$ cat src/sitda_pkg.sv
// Types, constants and conversion functions of the decimal text converter.
package sitda_pkg;

  localparam int VALUE_W   = 32;
  localparam int CHAR_W    = 7;
  localparam int LEN_W     = 6;
  localparam int DIGIT_W   = 4;
  localparam int NUM_DIGITS = 10;
  localparam int BCD_W     = NUM_DIGITS * DIGIT_W;
  localparam int CNT_W     = 4;

  // Shift-and-add-3 conversion split over several pipeline stages.
  localparam int DD_STAGES = 4;
  localparam int DD_BITS   = VALUE_W / DD_STAGES;

  // APB register map.
  localparam int ADDR_W = 3;
  localparam logic REG_MAX_LENGTH = 1'b0;

  localparam logic [CHAR_W-1:0]  CH_ZERO  = 7'd48;
  localparam logic [CHAR_W-1:0]  CH_MINUS = 7'd45;
  localparam logic [CHAR_W-1:0]  CH_NUL   = 7'd0;
  localparam logic [VALUE_W-1:0] MIN_VALUE = 32'h8000_0000;
  localparam logic [LEN_W-1:0]   MIN_FULL_LEN = 6'd12;
  localparam logic [LEN_W-1:0]   MAX_LEN_RESET = 6'd32;

  typedef logic [NUM_DIGITS-1:0][DIGIT_W-1:0] bcd_t;

  // One conversion stage: BCD accumulator plus the magnitude bits still to shift in.
  typedef struct packed {
    bcd_t               bcd;
    logic [VALUE_W-1:0] rest;
    logic               neg;
    logic               is_min;
  } dd_t;

  // Ready-to-emit request: digits, how many of them to send, and the sign flag.
  typedef struct packed {
    bcd_t             bcd;
    logic [CNT_W-1:0] cnt;
    logic             sign;
  } prep_t;

  function automatic dd_t dd_stage(input dd_t d);
    dd_t                o;
    logic [BCD_W-1:0]   acc;
    o   = d;
    acc = d.bcd;
    for (int j = 0; j < DD_BITS; j++) begin
      for (int k = 0; k < NUM_DIGITS; k++) begin
        if (acc[k*DIGIT_W +: DIGIT_W] >= 4'd5) begin
          acc[k*DIGIT_W +: DIGIT_W] = acc[k*DIGIT_W +: DIGIT_W] + 4'd3;
        end
      end
      acc    = {acc[BCD_W-2:0], o.rest[VALUE_W-1]};
      o.rest = {o.rest[VALUE_W-2:0], 1'b0};
    end
    o.bcd = acc;
    return o;
  endfunction

endpackage

$ cat src/signed_int_to_decimal_ascii_core.sv
// Top level: pipelined signed 32-bit integer to decimal ASCII character stream.
//
//   channel  | handshake               | payload
//   ---------+-------------------------+-------------------------------
//   value    | value_valid/value_stall | value (32b signed)
//   text     | text_valid/text_stall   | text_char (7b), last (1b)
//   config   | APB psel/penable/...    | max_length at byte address 0
//
// A value passes one magnitude stage, four binary-to-BCD stages and one
// length-trim stage before the serializer loads it. The serializer sends
// one character per cycle while text_stall is low: 1 to 12 characters per
// value (digits, optional minus, terminator); the character port sets the rate.
// Up to six further values queue in the pipeline while one is being sent.
// rst is synchronous and active high; it clears valid bits and max_length=32.
// Stalls propagate stage by stage; a stage holds while its successor is full
// and held.
module signed_int_to_decimal_ascii_core (
  input  logic                           clk,
  input  logic                           rst,
  // value request channel
  input  logic                           value_valid,
  output logic                           value_stall,
  input  logic signed [sitda_pkg::VALUE_W-1:0] value,
  // text request channel
  output logic                           text_valid,
  input  logic                           text_stall,
  output logic [sitda_pkg::CHAR_W-1:0]   text_char,
  output logic                           last,
  // configuration port
  input  logic                           psel,
  input  logic                           penable,
  input  logic                           pwrite,
  input  logic [sitda_pkg::ADDR_W-1:0]   paddr,
  input  logic [31:0]                    pwdata,
  output logic [31:0]                    prdata,
  output logic                           pready
);
  import sitda_pkg::*;

  localparam int NST = DD_STAGES + 2;  // magnitude, BCD stages, trim

  // ---------------------------------------------------------------------------
  // Configuration register
  // ---------------------------------------------------------------------------
  logic [LEN_W-1:0] max_length;
  logic             reg_sel;

  assign pready  = 1'b1;
  assign reg_sel = (paddr[ADDR_W-1] == REG_MAX_LENGTH);
  assign prdata  = reg_sel ? {{(32-LEN_W){1'b0}}, max_length} : 32'd0;

  always_ff @(posedge clk) begin
    if (rst) begin
      max_length <= MAX_LEN_RESET;
    end else if (psel && penable && pwrite && pready && reg_sel) begin
      max_length <= pwdata[LEN_W-1:0];
    end
  end

  // Characters allowed before the terminator.
  logic [LEN_W-1:0] limit;
  assign limit = (max_length == '0) ? '0 : max_length - 1'b1;

  // ---------------------------------------------------------------------------
  // Pipeline control: a stage may take new data when it is empty or moving on
  // ---------------------------------------------------------------------------
  logic [NST-1:0] vld;
  logic [NST-1:0] rdy;
  logic           ser_load;

  always_comb begin
    rdy[NST-1] = !vld[NST-1] || ser_load;
    for (int i = NST - 2; i >= 0; i--) begin
      rdy[i] = !vld[i] || rdy[i+1];
    end
  end

  assign value_stall = !rdy[0];

  always_ff @(posedge clk) begin
    if (rst) begin
      vld <= '0;
    end else begin
      if (rdy[0]) begin
        vld[0] <= value_valid;
      end
      for (int i = 1; i < NST; i++) begin
        if (rdy[i]) begin
          vld[i] <= vld[i-1];
        end
      end
    end
  end

  // ---------------------------------------------------------------------------
  // Stage 0: sign and magnitude. The most negative value negates to itself,
  // which read as unsigned is the right magnitude.
  // ---------------------------------------------------------------------------
  dd_t st [DD_STAGES+1];

  always_ff @(posedge clk) begin
    if (rdy[0] && value_valid) begin
      st[0].bcd    <= '0;
      st[0].neg    <= value[VALUE_W-1];
      st[0].is_min <= (value == MIN_VALUE);
      st[0].rest   <= value[VALUE_W-1] ? VALUE_W'(-value) : VALUE_W'(value);
    end
  end

  // ---------------------------------------------------------------------------
  // Stages 1..DD_STAGES: shift-and-add-3, a slice of magnitude bits each
  // ---------------------------------------------------------------------------
  for (genvar g = 1; g <= DD_STAGES; g++) begin : g_dd
    always_ff @(posedge clk) begin
      if (rdy[g] && vld[g-1]) begin
        st[g] <= dd_stage(st[g-1]);
      end
    end
  end

  // ---------------------------------------------------------------------------
  // Trim stage: count significant digits, keep the low-order ones that fit,
  // add the sign only if there is room after all digits.
  // ---------------------------------------------------------------------------
  prep_t            prep;
  prep_t            prep_next;
  logic [CNT_W-1:0] lead;

  always_comb begin
    lead = CNT_W'(1);  // zero still prints one digit
    for (int k = 0; k < NUM_DIGITS; k++) begin
      if (st[DD_STAGES].bcd[k] != '0) begin
        lead = CNT_W'(k + 1);
      end
    end
    prep_next.bcd  = st[DD_STAGES].bcd;
    prep_next.cnt  = ({{(LEN_W-CNT_W){1'b0}}, lead} < limit) ? lead : limit[CNT_W-1:0];
    prep_next.sign = st[DD_STAGES].neg && ({{(LEN_W-CNT_W){1'b0}}, lead} < limit);
    // Most negative value prints whole or not at all.
    if (st[DD_STAGES].is_min && (max_length < MIN_FULL_LEN)) begin
      prep_next.cnt  = '0;
      prep_next.sign = 1'b0;
    end
  end

  always_ff @(posedge clk) begin
    if (rdy[NST-1] && vld[NST-2]) begin
      prep <= prep_next;
    end
  end

  // ---------------------------------------------------------------------------
  // Serializer: minus, digits high to low, then the terminator
  // ---------------------------------------------------------------------------
  logic             busy;
  logic             sign_pend;
  logic [CNT_W-1:0] cnt;
  bcd_t             digs;
  logic             emit;
  logic             term_now;
  logic [CNT_W-1:0] dig_idx;

  assign emit     = busy && (!text_valid || !text_stall);
  assign term_now = emit && !sign_pend && (cnt == '0);
  assign ser_load = vld[NST-1] && (!busy || term_now);
  assign dig_idx  = cnt - 1'b1;

  always_ff @(posedge clk) begin
    if (rst) begin
      busy       <= 1'b0;
      text_valid <= 1'b0;
    end else begin
      // Output register: take a character or drop valid once it is taken.
      if (emit) begin
        text_valid <= 1'b1;
        if (sign_pend) begin
          text_char <= CH_MINUS;
          last      <= 1'b0;
          sign_pend <= 1'b0;
        end else if (cnt != '0) begin
          text_char <= CH_ZERO + {{(CHAR_W-DIGIT_W){1'b0}}, digs[dig_idx]};
          last      <= 1'b0;
          cnt       <= dig_idx;
        end else begin
          text_char <= CH_NUL;
          last      <= 1'b1;
        end
      end else if (!text_stall) begin
        text_valid <= 1'b0;
      end
      // Load the next request, or go idle once the terminator is out.
      if (ser_load) begin
        busy      <= 1'b1;
        sign_pend <= prep.sign;
        cnt       <= prep.cnt;
        digs      <= prep.bcd;
      end else if (term_now) begin
        busy      <= 1'b0;
      end
    end
  end

endmodule

$ cat config.mk
export PLATFORM = sky130hd
export DESIGN_NAME = signed_int_to_decimal_ascii_core
export DESIGN_NICKNAME = d
export VERILOG_FILES = /design/src/sitda_pkg.sv /design/src/signed_int_to_decimal_ascii_core.sv
export SDC_FILE = /design/constraint.sdc
export NUM_CORES = 1
export LEC_CHECK = 0
export BUFFER_PORTS_ARGS = -buffer_cell sky130_fd_sc_hd__clkbuf_2
export CAP_MARGIN = 20
export CORE_MARGIN = 2
export CORE_UTILIZATION = 64
export CTS_CLUSTER_SIZE = 10
export DETAILED_ROUTE_END_ITERATION = 8
export GPL_TIMING_DRIVEN = 0
export PLACE_DENSITY = 0.82
export SLEW_MARGIN = 30
export SYNTH_ARGS = -nofsm -noshare
export SYNTH_HDL_FRONTEND = slang
export SYNTH_SLANG_ARGS = --single-unit
$ cat constraint.sdc
create_clock -name clk -period 9.95 [get_ports clk]
set_input_delay 1.99 -clock clk [delete_from_list [all_inputs] [get_ports clk]]
set_output_delay 1.99 -clock clk [all_outputs]
set_load 0.005 [all_outputs]
======== After elaboration in Yosys (flattened, before gate mapping) ========
Memories as Yosys holds them, arrays and structs flattened.
Cells that the tools add are included.
cells by class
  reduce and logical (&&, ||, !) cells .... 54
  equality and inequality tests ........... 3
  bitwise gates (word level) .............. 3
  magnitude comparators ................... 323
  add/subtract/negate cells ............... 324
  mux-type cells .......................... 677
operator list
  cell                  number
  $mux 4                590
  $ge 4x3->1 const B    320
  $add 4x2->4 const B   288
  $mux 3                64
  $add 3x2->3 const B   32
  $reduce_bool 4->1     10
  $eq 32x32->1 const B  1
  $mux 32               1
  $neg 32->32           1
  $mux 6                3
  $mux 1                17
  $bmux 4 s4            1
  $logic_and 1x1->1     15
  $logic_not 1->1       11
  $logic_or 1x1->1      8
  $add 6x4->7 const A   1
  $logic_not 6->1       1
  $lt 4x6->1            1
  $lt 6x4->1 const B    1
  $reduce_and 2->1      3
  $reduce_bool 2->1     3
  $sub 6x1->6 const B   1
  $lt 4x5->1 const B    1
  $logic_not 4->1       1
  7 further kinds       9
word-level totals
  memories kept ........................... 1
  bits in registers ....................... 112
  RAM bits ................................ 370
  output and inout port bits .............. 43
memories
  memory  depth  width  read ports  clocked after memory_dff  write ports  RTL line                                text
  st      5      74     5           0                         5            signed_int_to_decimal_ascii_core.sv:99  dd_t st [DD_STAGES+1];

======== Longest topological paths before layout ========
  depth after elaboration ................. 35
  gate-level depth with buffers ........... 38
  mapped depth without buffers ............ 38

======== Worst setup path after synthesis ========
No wires, ideal clock.
  path type ............................... register -> register
  from .................................... memory st[0][284] in the netlist's numbering
  to ...................................... memory st[0][368] in the netlist's numbering, data pin
  slack ................................... 3.206 ns
  data arrival time ....................... 6.476 ns
  clock period less this slack ............ 6.744 ns
  cell stages (with the launch flop) ...... 34
  setup time .............................. 0.268 ns
  cell sequence ........................... edfxtp_1 inv_1 ha_1 inv_1 ha_1 a21oi_1 xnor2_1 inv_1 ha_1 o21a_1 o31ai_1 ha_1 inv_1 a21o_1 a31oi_1 nand2_1 a21oi_1 a21oi_1 ha_1 o22ai_1 a2111oi_0 nor4_1 a211oi_1 a311oi_1 o21bai_1 xor2_1 nand2b_1 nand2_1 xnor2_1 inv_1 ha_1 nor2b_1 o21ai_0 o21ai_0
RTL lines
  what             RTL line
  start, declared  signed_int_to_decimal_ascii_core.sv:99

==> impl_metrics.csv <==
group,metric,value,unit
floorplan,dieArea,48500,sq um
worst_setup_path,critPathMaxStageDelay,0.67,ns
layout,diodes,0,
worst_setup_path,cp_max_fo,9,
synthesis,synthCells,3514,
grt,grt_overflow,0,
route,drtPass1Iterations,6,
floorplan,die_w,220,microns
cts,worstSkewPairLatency,0.56,ns
worst_setup_path,critPathLaunchType,"register",
synthesis,synth_edf_count,289,
synthesis,synthesis.area,29900,sq um
timing,fin_crit_sh,0.822,
worst_setup_path,crit_type,"register to register",
floorplan,coreArea,46400,sq um
outcome,status,"complete, no violations",
cts,cts_tree,"built",
timing,fin_skew,0.0278,ns
grt,grt_pass1_wl,113,mm
cts,cts_buffers,38,
synthesis,ys_ff_latch,303,
layout,nets,3866,
timing,setup_violations,0,
synthesis,ys.flop_type,"edfxtp_1",
cts,cts.clk_slew.worst_paths,0.06,ns
timing,slew_viol_final,0,
synthesis,ys_seq_area_frac,0.299,
route,avgRoutedWirePerCell,16.0,microns
cts,hold_buffers,0,
synthesis,synthTopCellsByCount,"nor2_1, edfxtp_1, nand2_1",
job,maxCapViolCount,0,
layout,fillers,3472,
timing,maxSlewHeadroom,0.376,
synthesis,yosys-top-cells-area,"edfxtp_1, ha_1, o21ai_0, a21oi_1, nor2_1",
layout,syn_to_final_growth,8.50,%
timing,fmax,0.122,GHz
route,ant_nets,0,
timing,finalSetupTns,0,ns
synthesis,synth.most_common_cell,"nor2_1",
worst_setup_path,cp.arrival,8.46,ns
route,drc,0,
worst_setup_path,slowest_stage,"o31ai_1",
cts,cts.path.max_buffers,3,
synthesis,synth_top_area_cell,"edfxtp_1",
timing,fin_crit,8.18,ns
route,vias_per_cell,6.37,
floorplan,initial_core_util,0.645,
place,place.gp.congestion,0.898,
route,vias,27200,
cts,cts_setup_buffers,0,
timing,hold_violations,0,
grt,antenna_found_initial,1,
synthesis,synthArstFlopShare,0,
floorplan,num_io_pins,117,
floorplan,std_cell_rows,79,
synthesis,synth_top_area_frac,0.290,
route,drtIter0Drc,2417,
layout,drive_gt1_frac,0.107,
cts,cts_resized,0,
place,io_buffer_count,59,
worst_setup_path,crit_required,10.23,ns
synthesis,synth_warnings,0,
place,dp_hpwl,51.6,mm
grt,grt_pass1_vias,25100,
cts,cts-root-buf,"clkbuf_16",
synthesis,syn_area_per_cell,8.51,sq um
worst_setup_path,cpMostUsedCell,"ha_1",
grt,grt_max_degree,28,
grt,grt_use_total,0.272,
cts,h-tree-depth,2,
timing,rsz0062_at_grt,"false",
synthesis,ys_types,132,
hold_path,hp-class,"register to register",
timing,tightest_slew,0.927,ns
route,drt-total-wl,68.5,mm
worst_setup_path,worst_setup_path_end_kind,"register",
floorplan,fp.dieH,220,microns
cts,cts_sinks,303,
final timing paths:
| kind | from | endpoint | slack [ns] | cells after the start |
|---|---|---|---|---|
| max | st[0][284] | st[0][368] | 1.77 | 33 |
| max reg2reg | st[0][284] | st[0][368] | 1.77 | 33 |
| min | st[0][99] | st[0][181] | 0.40 | 0 |
| min reg2reg | st[0][99] | st[0][181] | 0.40 | 0 |
logic make-up (layout without fill, tap and decap cells):
family / count (synthesis) / in the layout / synth area share
and+or+nand+nor: 1155 / 1155 / 0.192
AOI/OAI and AO/OA: 1249 / 1249 / 0.291
other: 2 / 28 / 0.000251
xor gates and xnor gates: 142 / 142 / 0.0445
muxes: 161 / 161 / 0.0611
adders and majority gates: 153 / 153 / 0.0632
DFF: 303 / 303 / 0.299
buffers and inverters: 349 / 481 / 0.0492
per-stage QoR:
| step | hold slack [ns] | area [sq um] | setup WS, ns | utilization | cells |
|---|---|---|---|---|---|
| finish | 0.404 | 32500 | 1.77 | 0.700 | 4279 |
| floorplan | 0.400 | 30000 | 3.21 | - | 3540 |
| global placement | 0.401 | 31100 | 2.41 | 0.670 | 4206 |
| global route | 0.413 | 32500 | 1.19 | 0.700 | 4279 |
| CTS | 0.404 | 32500 | 1.90 | 0.700 | 4279 |
| detailed placement | 0.405 | 31300 | 1.90 | 0.676 | 4215 |
registers in the layout, indices dropped and copies added, names as in the netlist:
signal,count
st,192
prep,45
digs,40
max_length,6
text_char,6
vld,6
cnt,4
busy,1
last,1
sign_pend,1
text_valid,1
critical path, delay by kind of cell, from the launching register on:
kind            cells  cell delay (ns)
simple gates        5             0.88
compound gates     14             3.87
flops               1             0.43
xor+xnor            3             0.90
fa+ha+maj           6             1.43
buf+inv             5             0.39
cell type report:
type | count | area, sq um | share of cell area
clock inverter | 10 | 119 | 0.00366
tap | 607 | 759 | 0.0234
multi-input combinational | 2888 | 19700 | 0.606
sequential | 303 | 8960 | 0.276
timing repair buffer | 68 | 468 | 0.0144
inverter | 211 | 792 | 0.0244
buffer | 138 | 679 | 0.0209
clock buffer | 54 | 1020 | 0.0315
layer usage:
metal	vias to the layer above	share of wire	GRT usage	routed length [microns]
met1	12800	0.42	0.325	29000
met2	795	0.51	0.508	35000
li1	13500	-	-	-
met5	-	0.00015	0	10
met3	155	0.043	0.0340	2940
met4	2	0.022	0.0779	1520
layout by cell type, fill, tap and decap left out, types with 60 or more instances in the layout:
| master | instances |
|---|---|
| nor2_1 | 295 |
| edfxtp_1 | 289 |
| nand2_1 | 288 |
| o21ai_0 | 247 |
| a21oi_1 | 244 |
| inv_1 | 204 |
| ha_1 | 144 |
| xnor2_1 | 107 |
| mux2i_1 | 100 |
| nand3_1 | 88 |
| clkbuf_1 | 88 |
| nand2b_1 | 86 |
| nor3_1 | 83 |
| o211ai_1 | 64 |
| clkbuf_2 | 60 |
Power is not shown: default switching activity piles up to over one toggle a cycle in this logic, so the estimate is an artifact.
